`config.mk`:
```
export PLATFORM = sky130hd
export DESIGN_NAME = exception_stack_frame_sequencer_core
export DESIGN_NICKNAME = d
export VERILOG_FILES = /design/src/rtl/ecss_pkg.sv /design/src/rtl/exception_stack_frame_sequencer_core.sv
export SDC_FILE = /design/constraint.sdc
export NUM_CORES = 1
export LEC_CHECK = 0
export BUFFER_PORTS_ARGS = -buffer_cell sky130_fd_sc_hd__buf_2
export CAP_MARGIN = 20
export CELL_PAD_IN_SITES_DETAIL_PLACEMENT = 1
export CELL_PAD_IN_SITES_GLOBAL_PLACEMENT = 1
export CORE_MARGIN = 8
export CORE_UTILIZATION = 40
export CTS_BUF_LIST = sky130_fd_sc_hd__clkbuf_16
export CTS_CLUSTER_DIAMETER = 60
export DETAILED_ROUTE_END_ITERATION = 16
export HOLD_SLACK_MARGIN = 0.06
export PLACE_DENSITY = 0.68
export SYNTH_ARGS = -nofsm -noshare
export SYNTH_HDL_FRONTEND = slang
export SYNTH_SLANG_ARGS = --single-unit
```
`constraint.sdc`:
```
create_clock -name clk -period 15.04 [get_ports clk]
set_input_delay 2.256 -clock clk [delete_from_list [all_inputs] [get_ports clk]]
set_output_delay 2.256 -clock clk [all_outputs]
set_load 0.01 [all_outputs]
```
`src/rtl/ecss_pkg.sv`:
```
// Package: codes, result type and helpers for the exception stack frame sequencer.
`timescale 1ns / 1ps

package ecss_pkg;

  localparam int unsigned InTdataW  = 80;
  localparam int unsigned OutTdataW = 144;

  // operation codes
  localparam logic [1:0] OP_ENTRY  = 2'd0;
  localparam logic [1:0] OP_RETURN = 2'd1;
  localparam logic [1:0] OP_WORD   = 2'd2;

  // access codes of a result item
  localparam logic [2:0] ACC_WRITE  = 3'd1;
  localparam logic [2:0] ACC_READ   = 3'd2;
  localparam logic [2:0] ACC_DONE   = 3'd3;
  localparam logic [2:0] ACC_ERROR  = 3'd4;

  // configuration register indexes
  localparam logic CFG_VECTOR_BASE = 1'b0;
  localparam logic CFG_THREAD_UNPRIV = 1'b1;

  // return code low nibble values
  localparam logic [3:0] RET_HANDLER    = 4'd1;
  localparam logic [3:0] RET_THREAD_MSP = 4'd9;
  localparam logic [3:0] RET_THREAD_PSP = 4'd13;

  localparam logic [31:0] LR_HANDLER    = 32'hFFFF_FFF1;
  localparam logic [31:0] LR_THREAD_MSP = 32'hFFFF_FFF9;
  localparam logic [31:0] LR_THREAD_PSP = 32'hFFFF_FFFD;

  localparam logic [31:0] FRAME_SIZE = 32'h0000_0020;
  localparam logic [2:0]  LAST_WORD  = 3'd7;
  localparam logic [2:0]  PC_WORD    = 3'd6;

  typedef enum logic [1:0] {
    PH_IDLE,
    PH_PUSH,
    PH_POP
  } phase_t;

  typedef struct packed {
    logic [2:0]  acc;
    logic [31:0] address;
    logic [31:0] data;
    logic [31:0] link;
    logic [31:0] nsp;
    logic        thread;
    logic        spsel;
    logic [5:0]  ipsr;
    logic [3:0]  flags;
    logic [2:0]  epsr;
    logic        last;
  } result_t;

  function automatic logic exception_known(input logic [5:0] n);
    exception_known = (n == 6'd2) || (n == 6'd3) || (n == 6'd11) || (n == 6'd14) ||
                      (n == 6'd15) || (n >= 6'd16);
  endfunction

endpackage

```
`src/rtl/exception_stack_frame_sequencer_core.sv`:
```
// Top level: ARMv6-M exception entry and return stack frame sequencer.
`timescale 1ns / 1ps

// Takes one item per cycle. An entry, a return or a frame word is decoded and the
// stacking state updated in the cycle it is accepted; the result items it causes are
// held in a burst register and then leave through the output register, one per cycle.
// Most items cause zero or one result, so items stream at one per cycle. A return
// causes eight bus reads and the eighth pushed word a write plus the vector fetch;
// the input stalls until the last item of such a burst moves to the output register.
// Output back-pressure stalls the input only once the burst register is occupied.
module exception_stack_frame_sequencer_core (
  input  logic                              clk,
  input  logic                              rst,
  input  logic                              s_tvalid,
  output logic                              s_tready,
  // exception_number, return_code, stack_pointer, word, zero pad
  input  logic [ecss_pkg::InTdataW-1:0]     s_tdata,
  // operation
  input  logic [1:0]                        s_tuser,
  output logic                              m_tvalid,
  input  logic                              m_tready,
  // address, data, link_value, new_stack_pointer, in_thread_mode,
  // process_stack_selected, interrupt_status, condition_flags, execution_status, zero pad
  output logic [ecss_pkg::OutTdataW-1:0]    m_tdata,
  // access
  output logic [2:0]                        m_tuser,
  output logic                              m_tlast,
  input  logic                              cfg_valid,
  output logic                              cfg_ready,
  input  logic                              cfg_index,
  input  logic [31:0]                       cfg_data
);
  import ecss_pkg::*;

  // configuration
  logic [31:0] vector_base;
  logic        thread_unprivileged;

  // stacking state
  logic [31:0] main_sp, main_sp_next;
  logic [31:0] process_sp, process_sp_next;
  logic        thread_mode, thread_mode_next;
  logic        spsel_bit, spsel_bit_next;
  logic [5:0]  current_ipsr, current_ipsr_next;
  logic [31:0] frame_base, frame_base_next;
  logic        frame_align, frame_align_next;
  logic [2:0]  word_index, word_index_next;
  phase_t      phase, phase_next;
  logic [5:0]  pending_exception, pending_exception_next;
  logic [3:0]  pending_code, pending_code_next;
  logic [31:0] popped_pc, popped_pc_next;

  // burst register
  logic        bvalid;
  logic [2:0]  bidx;
  logic [2:0]  bend;
  logic        bstep;
  result_t     r0;
  result_t     r1;

  // output register
  logic        ovalid;
  result_t     oitem;

  // input fields
  logic [1:0]  in_op;
  logic [5:0]  in_exc;
  logic [3:0]  in_code;
  logic [31:0] in_sp;
  logic [31:0] in_word;

  logic        in_fire;
  logic        emit;
  logic        load;
  logic [2:0]  ld_end;
  logic        ld_step;
  result_t     ld_r0;
  result_t     ld_r1;
  result_t     cur_res;
  result_t     sel;
  logic [31:0] cur_sp;
  logic [31:0] wr_addr;
  logic [31:0] new_base;
  logic [31:0] new_sp;
  logic [31:0] push_data;
  logic        ret_ok;

  assign in_op   = s_tuser;
  assign in_exc  = s_tdata[5:0];
  assign in_code = s_tdata[9:6];
  assign in_sp   = s_tdata[41:10];
  assign in_word = s_tdata[73:42];

  assign emit     = bvalid && (!ovalid || m_tready);
  assign s_tready = !bvalid || (emit && (bidx == bend));
  assign in_fire  = s_tvalid && s_tready;
  assign cfg_ready = 1'b1;

  always_comb begin
    main_sp_next           = main_sp;
    process_sp_next        = process_sp;
    thread_mode_next       = thread_mode;
    spsel_bit_next         = spsel_bit;
    current_ipsr_next      = current_ipsr;
    frame_base_next        = frame_base;
    frame_align_next       = frame_align;
    word_index_next        = word_index;
    phase_next             = phase;
    pending_exception_next = pending_exception;
    pending_code_next      = pending_code;
    popped_pc_next         = popped_pc;

    cur_sp = (thread_mode && spsel_bit) ? process_sp : main_sp;
    cur_res.acc     = ACC_ERROR;
    cur_res.address = '0;
    cur_res.data    = '0;
    cur_res.link    = '0;
    cur_res.nsp     = cur_sp;
    cur_res.thread  = thread_mode;
    cur_res.spsel   = spsel_bit;
    cur_res.ipsr    = current_ipsr;
    cur_res.flags   = '0;
    cur_res.epsr    = '0;
    cur_res.last    = 1'b1;

    wr_addr   = frame_base + {27'd0, word_index, 2'b00};
    new_base  = (in_sp - FRAME_SIZE) & ~32'h0000_0004;
    new_sp    = (frame_base + FRAME_SIZE) | {29'd0, in_word[9], 2'b00};
    push_data = in_word;
    if (word_index == LAST_WORD) begin
      push_data[9] = frame_align;
    end
    ret_ok = !thread_mode && ((in_code == RET_HANDLER) || (in_code == RET_THREAD_MSP) ||
                              (in_code == RET_THREAD_PSP));

    load    = 1'b0;
    ld_end  = '0;
    ld_step = 1'b0;
    ld_r0   = cur_res;
    ld_r1   = cur_res;

    if (in_fire) begin
      if (in_op == OP_ENTRY) begin
        if (phase == PH_IDLE) begin
          if (!exception_known(in_exc)) begin
            load = 1'b1;
          end else begin
            frame_align_next = in_sp[2];
            frame_base_next  = new_base;
            if (thread_mode && spsel_bit) begin
              process_sp_next = new_base;
            end else begin
              main_sp_next = new_base;
            end
            pending_exception_next = in_exc;
            word_index_next        = '0;
            phase_next             = PH_PUSH;
          end
        end
      end else if (in_op == OP_RETURN) begin
        if (phase == PH_IDLE) begin
          load = 1'b1;
          if (ret_ok) begin
            pending_code_next = in_code;
            frame_base_next   = (in_code == RET_THREAD_PSP) ? process_sp : main_sp;
            word_index_next   = '0;
            phase_next        = PH_POP;
            ld_end            = LAST_WORD;
            ld_step           = 1'b1;
            ld_r0.acc         = ACC_READ;
            ld_r0.address     = (in_code == RET_THREAD_PSP) ? process_sp : main_sp;
            ld_r0.last        = 1'b0;
            ld_r1             = ld_r0;
          end
        end
      end else if (in_op == OP_WORD) begin
        unique case (phase)
          PH_PUSH: begin
            load          = 1'b1;
            ld_r0.acc     = ACC_WRITE;
            ld_r0.address = wr_addr;
            ld_r0.data    = push_data;
            ld_r0.last    = 1'b0;
            if (word_index != LAST_WORD) begin
              word_index_next = word_index + 3'd1;
            end else begin
              thread_mode_next  = 1'b0;
              spsel_bit_next    = 1'b0;
              current_ipsr_next = pending_exception;
              word_index_next   = '0;
              phase_next        = PH_IDLE;
              ld_end            = 3'd1;
              ld_r1.acc         = ACC_READ;
              ld_r1.address     = vector_base + {24'd0, pending_exception, 2'b00};
              ld_r1.link        = !thread_mode ? LR_HANDLER :
                                  (!spsel_bit ? LR_THREAD_MSP : LR_THREAD_PSP);
              ld_r1.nsp         = main_sp;
              ld_r1.thread      = 1'b0;
              ld_r1.spsel       = 1'b0;
              ld_r1.ipsr        = pending_exception;
            end
          end
          PH_POP: begin
            if (word_index == PC_WORD) begin
              popped_pc_next = in_word;
            end
            if (word_index != LAST_WORD) begin
              word_index_next = word_index + 3'd1;
            end else begin
              load = 1'b1;
              if (pending_code == RET_THREAD_PSP) begin
                process_sp_next = new_sp;
                thread_mode_next = 1'b1;
                spsel_bit_next   = 1'b1;
              end else begin
                main_sp_next     = new_sp;
                thread_mode_next = (pending_code == RET_THREAD_MSP);
                spsel_bit_next   = 1'b0;
              end
              current_ipsr_next = ((pending_code != RET_HANDLER) && thread_unprivileged) ?
                                  6'd0 : in_word[5:0];
              word_index_next = '0;
              phase_next      = PH_IDLE;
              ld_r0.acc       = ACC_DONE;
              ld_r0.data      = popped_pc;
              ld_r0.nsp       = new_sp;
              ld_r0.thread    = thread_mode_next;
              ld_r0.spsel     = spsel_bit_next;
              ld_r0.ipsr      = current_ipsr_next;
              ld_r0.flags     = in_word[31:28];
              ld_r0.epsr      = in_word[26:24];
            end
          end
          default: begin
          end
        endcase
      end
    end
  end

  always_comb begin
    sel = (bidx == 3'd0) ? r0 : r1;
    if (bstep) begin
      sel.address = sel.address + {27'd0, bidx, 2'b00};
    end
  end

  always_ff @(posedge clk) begin
    if (rst) begin
      vector_base         <= '0;
      thread_unprivileged <= 1'b0;
    end else if (cfg_valid && cfg_ready) begin
      unique case (cfg_index)
        CFG_VECTOR_BASE:   vector_base <= cfg_data;
        CFG_THREAD_UNPRIV: thread_unprivileged <= cfg_data[0];
      endcase
    end
  end

  always_ff @(posedge clk) begin
    if (rst) begin
      main_sp           <= '0;
      process_sp        <= '0;
      thread_mode       <= 1'b1;
      spsel_bit         <= 1'b0;
      current_ipsr      <= '0;
      frame_base        <= '0;
      frame_align       <= 1'b0;
      word_index        <= '0;
      phase             <= PH_IDLE;
      pending_exception <= '0;
      pending_code      <= '0;
      popped_pc         <= '0;
    end else begin
      main_sp           <= main_sp_next;
      process_sp        <= process_sp_next;
      thread_mode       <= thread_mode_next;
      spsel_bit         <= spsel_bit_next;
      current_ipsr      <= current_ipsr_next;
      frame_base        <= frame_base_next;
      frame_align       <= frame_align_next;
      word_index        <= word_index_next;
      phase             <= phase_next;
      pending_exception <= pending_exception_next;
      pending_code      <= pending_code_next;
      popped_pc         <= popped_pc_next;
    end
  end

  // burst register: a new burst loads as the old one hands off its last item
  always_ff @(posedge clk) begin
    if (rst) begin
      bvalid <= 1'b0;
      bidx   <= '0;
      bend   <= '0;
      bstep  <= 1'b0;
    end else if (load) begin
      bvalid <= 1'b1;
      bidx   <= '0;
      bend   <= ld_end;
      bstep  <= ld_step;
    end else if (emit) begin
      if (bidx == bend) begin
        bvalid <= 1'b0;
      end else begin
        bidx <= bidx + 3'd1;
      end
    end
  end

  always_ff @(posedge clk) begin
    if (load) begin
      r0 <= ld_r0;
      r1 <= ld_r1;
    end
  end

  always_ff @(posedge clk) begin
    if (rst) begin
      ovalid <= 1'b0;
    end else if (emit) begin
      ovalid <= 1'b1;
    end else if (m_tready) begin
      ovalid <= 1'b0;
    end
  end

  always_ff @(posedge clk) begin
    if (emit) begin
      oitem <= sel;
    end
  end

  assign m_tvalid = ovalid;
  assign m_tuser  = oitem.acc;
  assign m_tlast  = oitem.last;
  assign m_tdata  = {1'b0, oitem.epsr, oitem.flags, oitem.ipsr, oitem.spsel, oitem.thread,
                     oitem.nsp, oitem.link, oitem.data, oitem.address};

endmodule

```
Yosys cells after proc, flatten, opt, wreduce, memory -nomap -nowiden
Cells that the tools add are included.
Widths: inputs -> output; s select.
{"block": "op_classes", "n_mux": 119, "eq_ne": 31, "n_addsub": 7, "n_lt_le_gt_ge": 1, "bitwise_logic": 9, "reduce_logical": 51}
{"cell": "$mux 32", "count": 29}
{"cell": "$mux 147", "count": 3}
{"cell": "$mux 72", "count": 4}
{"cell": "$mux 35", "count": 7}
{"cell": "$mux 48", "count": 5}
{"cell": "$mux 47", "count": 3}
{"cell": "$mux 67", "count": 1}
{"cell": "$add 32x5->32", "count": 2}
{"cell": "$pmux 32 s2", "count": 1}
{"cell": "$mux 3", "count": 16}
{"cell": "$add 32x6->32 const B", "count": 1}
{"cell": "$add 32x8->32", "count": 1}
{"cell": "$or 32x3->32", "count": 1}
{"cell": "$sub 32x6->32 const B", "count": 1}
{"cell": "$mux 1", "count": 31}
{"cell": "$eq 6x4->1 const B", "count": 3}
{"cell": "$mux 2", "count": 9}
{"cell": "$mux 6", "count": 3}
{"cell": "$reduce_and 9->1", "count": 2}
{"cell": "$reduce_bool 2->1", "count": 9}
{"cell": "$eq 4x4->1 const B", "count": 4}
{"cell": "$ne 2x2->1 const B", "count": 7}
{"cell": "$reduce_and 7->1", "count": 2}
{"cell": "$eq 6x2->1 const B", "count": 2}
{"cell": "30 further kinds", "count": 71}
{"block": "word_totals", "register_bits": 603, "output_inout_bits": 151}

Depth between registers and ports, before layout
Gate-level depths: netlist of the first run.
{"block": "depth", "word_depth": 12, "mapped_depth": 18}

Least setup slack after synthesis of the first run
No wires, ideal clock.
{"block": "synth_timing", "path_kind": "input-to-reg", "start": "in s_tuser[1]", "end": "reg bidx[0]", "arrival_time_ns": 13.861, "required_ns": 14.910, "cell_stages": 7, "path_slack_ns": 1.049, "cell_sequence": "clkbuf_1 -> or4_1 -> a31oi_1 -> o21ai_0 -> a21oi_1 -> or2_2 -> nor2_1"}
{"block": "synth_between", "elab_chain_len": 6}
{"element": "start, declared", "line_no": "exception_stack_frame_sequencer_core.sv:19", "source": "input logic [1:0] s_tuser,"}
{"element": "$eq 2x2->1", "line_no": "exception_stack_frame_sequencer_core.sv:176", "source": "end else if (in_op == OP_WORD) begin"}
{"element": "$mux 1", "line_no": "exception_stack_frame_sequencer_core.sv:176"}
{"element": "$mux 1", "line_no": "exception_stack_frame_sequencer_core.sv:160", "source": "end else if (in_op == OP_RETURN) begin"}
{"element": "$mux 1 *", "line_no": "exception_stack_frame_sequencer_core.sv:143", "source": "if (in_op == OP_ENTRY) begin"}
{"element": "$mux 1 *", "line_no": "exception_stack_frame_sequencer_core.sv:142", "source": "if (in_fire) begin"}
{"element": "via load", "line_no": "exception_stack_frame_sequencer_core.sv:74", "source": "logic load;"}
{"element": "$reduce_or 2->1 (no line) *"}
{"element": "end signal, assigned", "line_no": "exception_stack_frame_sequencer_core.sv:306", "source": "bidx <= bidx + 3'd1;"}
{"element": "end, declared", "line_no": "exception_stack_frame_sequencer_core.sv:55", "source": "logic [2:0] bidx;"}
Mark *: on every way through the listed nets, which the timed path passes. The rest lies on a longest branch.
A chain may end at the register's enable or synchronous reset.

Worst setup path after layout of the first run
{"block": "layout_timing", "start": "in m_tready", "end": "out s_tready"}
{"block": "layout_between", "elab_chain_len": 4}
{"element": "start, declared", "line_no": "exception_stack_frame_sequencer_core.sv:21", "source": "input logic m_tready,"}
{"element": "$logic_or 1x1->1", "line_no": "exception_stack_frame_sequencer_core.sv:94", "source": "assign emit = bvalid && (!ovalid || m_tready);"}
{"element": "$logic_and 1x1->1", "line_no": "exception_stack_frame_sequencer_core.sv:94"}
{"element": "$logic_and 1x1->1", "line_no": "exception_stack_frame_sequencer_core.sv:95", "source": "assign s_tready = !bvalid || (emit && (bidx == bend));"}
{"element": "$logic_or 1x1->1", "line_no": "exception_stack_frame_sequencer_core.sv:95"}
{"element": "end, declared", "line_no": "exception_stack_frame_sequencer_core.sv:15", "source": "output logic s_tready,"}
No other way between the ends.

==> results by group, run 1 <==
Run status
  – Status: finished clean

Run
  – Max-Cap Viols: 0

STA
  – Min Tclk post-route: 5.541 ns
  – Fmax: 180.5 MHz
  – Setup violations, final: 0
  – Fin Hold WS: 0.4741 ns
  – Final hold violations: 0
  – Worst Skew: 0.01676 ns
  – Fin crit share: 36.84%
  – Worst-margin pin slew: 1.049 ns
  – Final Max Tran Viols: 0
  – Unrepaired setup endpoints after global routing: no
  – Post-Route Setup TNS: 0 ns
  – Max-slew headroom: 30.08%

Placed design
  – RePlAce Congestion: 0.9035
  – Hpwl dp: 54000 um
  – I/O Buffers: 261

Drt
  – Total wire length: 78280 um
  – Mean number of vias per cell: 5.537
  – Remaining DRCs: 0
  – WL/cell: 23.01 um
  – DR iter-0 viols: 983
  – Detail Route Antenna Nets: 0
  – DR vias: 18840
  – Iteration count of the initial detailed-routing pass: 5

Clocking
  – Post-CTS Resized: 0
  – Clk pin slew, worst setup/hold paths: 0.06 ns
  – Clk root buf: clkbuf_16
  – TritonCTS Sinks: 503
  – CTS tree: yes
  – Post-CTS Setup Repair Bufs: 0
  – Bufs on Longest Clock Path: 3
  – Cts hold-fix bufs: 0
  – Htree depth: 2
  – Clock Latency Late Sink: 0.63 ns
  – Inserted Clock Buffers: 59

Setup path
  – Worst Path Max Fanout: 5
  – WP data arrival: 3.29 ns
  – CP Launch Type: input pin
  – CP required: 12.78 ns
  – Worst setup EP type: primary output
  – Crit Path Class: input pin to primary output

Global route
  – Largest net degree at the start of global routing: 77
  – First-pass GRT wire length: 119000 um
  – Vias in the first global route: 20110
  – GRT Total Usage: 21.87%
  – Grt met1 use: 25.57%
  – GR Overflow Total: 0
  – Met3 usage: 3.910%
  – Met2 Usage GRT: 39.62%
  – Initial antenna violation count: 3
  – GRT Max-Usage Layer: met2

Power and ir drop
  – Leakage: 10.33 nW
  – Peak supply drop: 0.08236 mV
  – Net Switching: 0.0007277 W
  – P_int: 0.002376 W
  – Clock power frac: 46.3%
  – Combinational share of power: 5.1%
  – Cell Pwr Density: 110.6 nW/um2
  – Sequential power share: 48.6%
  – Switching share of power: 23.44%

Synthesis
  – Commonest register cell after synthesis: edfxtp_1
  – Synth warn: 0
  – Sequential area share after synthesis: 54.16%
  – Mapped Area: 24340 um2
  – Commonest cells post-synth: nand2_1, edfxtp_1, nor2_1, dfxtp_1, mux2i_1
  – Gate Count Post-Synth: 2400
  – Top-count cell post-synth: nand2_1
  – Synth top area share: 38.37%
  – Distinct cell type count of the synthesized netlist: 68
  – Avg Cell Area, Syn: 10.14 um2
  – Post-synth EDFFs: 311
  – Largest area contributor in the netlist: edfxtp_1
  – Ys async rst share: 0%
  – #FFs+latches synth: 503
  – Top post-synthesis cells by area: edfxtp_1, dfxtp_1, nand2_1

Die
  – Die Wd: 262.7 um
  – Placeable Area: 60250 um2
  – Die ar.: 69000 um2
  – Die Ht: 262.7 um
  – I/O pin total: 271
  – Std cell rows: 90
  – Starting Density: 40.40%

Cells and area
  – Synth-to-Final Area Change: 15.33%
  – # fillers: 6675
  – Fin nets: 2713
  – Share of layout cells above drive strength 1: 18.37%

Min path
  – HP Class: flip-flop to flip-flop
worst max-delay path, stage by stage:
cell	delay, ns
buf_2	0.10
nor2b_1	0.41
a211o_1	0.28
nand2_1	0.08
buf_2	0.15
routing by layer:
metal	vias to the layer above	wire, um
li1	8810	-
met1	9389	31790
met2	489	39730
met3	148	3822
met4	0	2934
met5	-	0
power groups by stage:
stage	clock [W]	combinational, W	sequential (W)
2_1_floorplan	0	0.0000907	0.00154
3_3_place_gp	0	0.000154	0.00154
3_5_place_dp	0	0.000159	0.00154
4_1_cts	0.00147	0.000160	0.00151
5_1_grt	0.00152	0.000173	0.00151
6_report	0.00144	0.000158	0.00151
area by class of cell:
class / instances / area [um2] / area share (%)
Antenna cell: 2 / 5.005 / 0.01783
Sequential cell: 503 / 13180 / 46.96
Clock inverter: 47 / 349.1 / 1.244
Tap cell: 782 / 978.4 / 3.486
Multi-Input combinational cell: 1676 / 10260 / 36.55
Inverter: 31 / 116.4 / 0.4145
Clock buffer: 64 / 1602 / 5.705
Timing Repair Buffer: 297 / 1577 / 5.616
layout by cell type (no fill, tap or decap), drive strengths merged, types with 7 or more instances in the layout:
cell,count
a211oi,27
a21oi,130
a22oi,33
a31oi,16
and2,68
and3,20
buf,296
clkbuf,65
clkinv,24
dfxtp,192
edfxtp,311
ha,22
inv,46
mux2,52
mux2i,152
nand2,429
nand2b,20
nand3,67
nand4,19
nor2,197
nor2b,11
nor3,33
nor4,23
o211ai,13
o21a,7
o21ai,51
o22ai,64
or2,8
or3,16
or4,11
xnor2,70
xor2,56
per-stage QoR:
step	std cells	power, W	cell area, um2	worst slack, ns	utilization [%]
after floorplan	2401	0.001634	24340	1.049	-
after global placement	3287	0.001690	26100	9.034	43.33
after detailed placement	3287	0.001697	26100	8.905	43.33
after CTS	3398	0.003141	28050	9.483	46.56
after global routing	3401	0.003206	28070	9.308	46.59
final	3402	0.003104	28070	9.499	46.59
state kept, by name, indices dropped and copies added, names as in the netlist, 4 cells and up:
register / cells
vector_base: 32
r0: 115
popped_pc: 32
current_ipsr: 6
pending_code: 4
main_sp: 32
frame_base: 32
m_tdata: 114
r1: 78
pending_exception: 6
process_sp: 32
final timing paths:
check,start,to,slack (ns),cells past startpoint
setup / recovery,m_tready,s_tready,9.50,5
hold / removal,vector_base[1]$_SDFFE_PP0P_,vector_base[1]$_SDFFE_PP0P_,0.47,2
setup reg to reg,bidx[1]$_SDFFE_PP0P_,m_tdata[30]$_DFFE_PP_,10.11,15
hold reg to reg,vector_base[1]$_SDFFE_PP0P_,vector_base[1]$_SDFFE_PP0P_,0.47,2
cells by family after synthesis:
group	count (synthesis)	synth area share [%]
XOR/XNOR	126	4.534
flip-flops	503	54.16
adder cells (fa/ha/maj)	25	1.378
multiplexers	204	8.672
other	2	0.03086
AO/OA/AOI/OAI	374	9.495
AND/OR/NAND/NOR	944	17.66
buffers and inverters	222	4.071
Power figures use the tool's default switching activity.
==> run 2, diff against run 1 <==
--- a/config.mk
+++ b/config.mk
@@ -15,7 +15,7 @@
 export CTS_CLUSTER_DIAMETER = 60
 export DETAILED_ROUTE_END_ITERATION = 16
 export HOLD_SLACK_MARGIN = 0.06
-export PLACE_DENSITY = 0.68
+export PLACE_DENSITY = 0.71
 export SYNTH_ARGS = -nofsm -noshare
 export SYNTH_HDL_FRONTEND = slang
 export SYNTH_SLANG_ARGS = --single-unit
==> constraint.sdc (replaced) <==
create_clock -name clk -period 4.83 [get_ports clk]
set_input_delay 0.7245 -clock clk [delete_from_list [all_inputs] [get_ports clk]]
set_output_delay 0.7245 -clock clk [all_outputs]
set_load 0.01 [all_outputs]
==> results by group, run 2 (synthesized netlist as in run 1, its figures left out) <==
Run status
  – Status: finished clean (unchanged)

Setup path
  – CP Launch Type: flip-flop (was input pin)
  – CP required: 5.20 ns (was 12.78 ns)
  – Worst setup EP type: flip-flop (was primary output)
  – Crit Path Class: flip-flop to flip-flop (was input pin to primary output)
  – WP data arrival: 4.48 ns (was 3.29 ns)
  – Worst Path Max Fanout: 36 (was 5)

Power and ir drop
  – Peak supply drop: 0.2596 mV (was 0.08236 mV)
  – Cell Pwr Density: 330.4 nW/um2 (was 110.6 nW/um2)
  – Leakage: 10.28 nW (was 10.33 nW)

Global route
  – Largest net degree at the start of global routing: 80 (was 77)
  – Vias in the first global route: 20120 (was 20110)
  – GR Overflow Total: 0 (unchanged)
  – Initial antenna violation count: 2 (was 3)
  – GRT Total Usage: 21.85% (was 21.87%)
  – First-pass GRT wire length: 118900 um (was 119000 um)

Min path
  – HP Class: input pin to flip-flop (was flip-flop to flip-flop)

Drt
  – Total wire length: 78250 um (was 78280 um)
  – Remaining DRCs: 0 (unchanged)
  – Mean number of vias per cell: 5.606 (was 5.537)
  – DR iter-0 viols: 1024 (was 983)
  – Detail Route Antenna Nets: 0 (unchanged)
  – WL/cell: 23.01 um (about the same)
  – DR vias: 19070 (was 18840)
  – Iteration count of the initial detailed-routing pass: 5 (unchanged)

Die
  – Die ar.: 69000 um2 (unchanged)
  – I/O pin total: 271 (unchanged)
  – Placeable Area: 60250 um2 (unchanged)
  – Starting Density: 40.40% (unchanged)
  – Std cell rows: 90 (unchanged)
  – Die Wd: 262.7 um (unchanged)
  – Die Ht: 262.7 um (unchanged)

Clocking
  – Bufs on Longest Clock Path: 3 (unchanged)
  – CTS tree: yes (unchanged)
  – Clock Latency Late Sink: 0.64 ns (was 0.63 ns)
  – TritonCTS Sinks: 503 (unchanged)
  – Cts hold-fix bufs: 0 (unchanged)
  – Inserted Clock Buffers: 56 (was 59)
  – Clk pin slew, worst setup/hold paths: 0.06 ns (about the same)
  – Clk root buf: clkbuf_16 (unchanged)
  – Post-CTS Resized: 0 (unchanged)
  – Htree depth: 2 (unchanged)
  – Post-CTS Setup Repair Bufs: 0 (unchanged)

Cells and area
  – Largest register by flop count: r0 (unchanged)
  – Most common cell after layout, fill and taps aside: nand2_1 (unchanged)
  – Synth-to-Final Area Change: 14.99% (was 15.33%)
  – Share of layout cells above drive strength 1: 18.14% (was 18.37%)
  – Fin nets: 2716 (was 2713)
  – Max reg flops: 115 (unchanged)
  – Leading cell types in the layout, fill and taps excluded: nand2_1, edfxtp_1, buf_2 (unchanged)

Placed design
  – I/O Buffers: 261 (unchanged)
  – RePlAce Congestion: 0.8831 (was 0.9035)
  – Hpwl dp: 55380 um (was 54000 um)

STA
  – Final hold violations: 0 (unchanged)
  – Setup violations, final: 0 (unchanged)
  – Unrepaired setup endpoints after global routing: no (unchanged)
  – Worst Skew: 0.02480 ns (was 0.01676 ns)
  – Post-Route Setup TNS: 0 ns (unchanged)
  – Fin Hold WS: 0.3381 ns (was 0.4741 ns)
  – Min Tclk post-route: 4.110 ns
  – Max-slew headroom: 20.92% (was 30.08%)
  – Fin crit share: 85.09%
  – Fmax: 243.3 MHz
  – Final Max Tran Viols: 0 (unchanged)
  – Worst-margin pin slew: 1.175 ns (was 1.049 ns)

Run
  – Max-Cap Viols: 0 (unchanged)
## run 2: cell count changes in the layout (fill, tap and decap cells not counted), moves of 2 or more
cell	previous run	this run
clkinv_1	8	12
buf_4	36	38
bufinv_16	4	1
buf_12	0	5
inv_6	1	4
clkinv_2	14	7
inv_4	2	0
clkbuf_16	64	58
inv_1	40	45
## run 2: final timing paths
| path | startpoint | endpoint | slack (ns) | cells after the start |
|---|---|---|---|---|
| setup / recovery | bidx[1]$_SDFFE_PP0P_ | m_tdata[24]$_DFFE_PP_ | 0.72 | 10 |
| hold / removal | cfg_data[9] | vector_base[9]$_SDFFE_PP0P_ | 0.34 | 3 |
| setup reg to reg | bidx[1]$_SDFFE_PP0P_ | m_tdata[24]$_DFFE_PP_ | 0.72 | 10 |
| hold reg to reg | vector_base[1]$_SDFFE_PP0P_ | vector_base[1]$_SDFFE_PP0P_ | 0.47 | 2 |
## run 2: area by class of cell
cell class,instances,area [um2]
well taps,782,978.4
fillers,6730,32260
inverters,31,116.4
multi-input cells,1676,10280
diodes,1,2.502
flip-flops and latches,503,13180
clock buffers,58,1451
clock inverters,47,287.8
repair buffers,303,1687
## run 2: worst max-delay path, stage by stage, from the launching register on
cell      delay [ns]
dfxtp_1         0.41
inv_1           0.12
ha_1            0.25
nand2b_4        0.26
buf_4           0.48
buf_4           0.55
mux2i_1         0.42
nand3_1         0.23
or2_2           0.39
or4b_1          0.53
xor2_1          0.16
## run 2: power breakdown
group	leakage (nW)	internal, W	switching, W
clock network	0.904	0.00224	0.00181
registers	4.53	0.00464	0.0000624
logic	4.84	0.000170	0.000332
total	10.3	0.00704	0.00220
## run 2: routing by layer
metal / GRT usage, % / share of wire [%]
met1: 25.39 / 40
met2: 39.38 / 51
met3: 3.499 / 4.9
met4: 9.680 / 4.3
met5: 0 / 0.040
## run 2: per-stage QoR
stage	setup WS [ns]	area, um2	total power (W)	std cells	utilization (%)
6_report	0.7200	27990	0.009247	3401	46.46
5_1_grt	0.3698	27990	0.009567	3400	46.45
4_1_cts	0.6625	27990	0.009352	3400	46.45
3_5_place_dp	0.6737	26250	0.005292	3295	43.57
3_3_place_gp	0.8145	26250	0.005269	3295	43.57
2_1_floorplan	-0.6710	24400	0.005069	2401	-
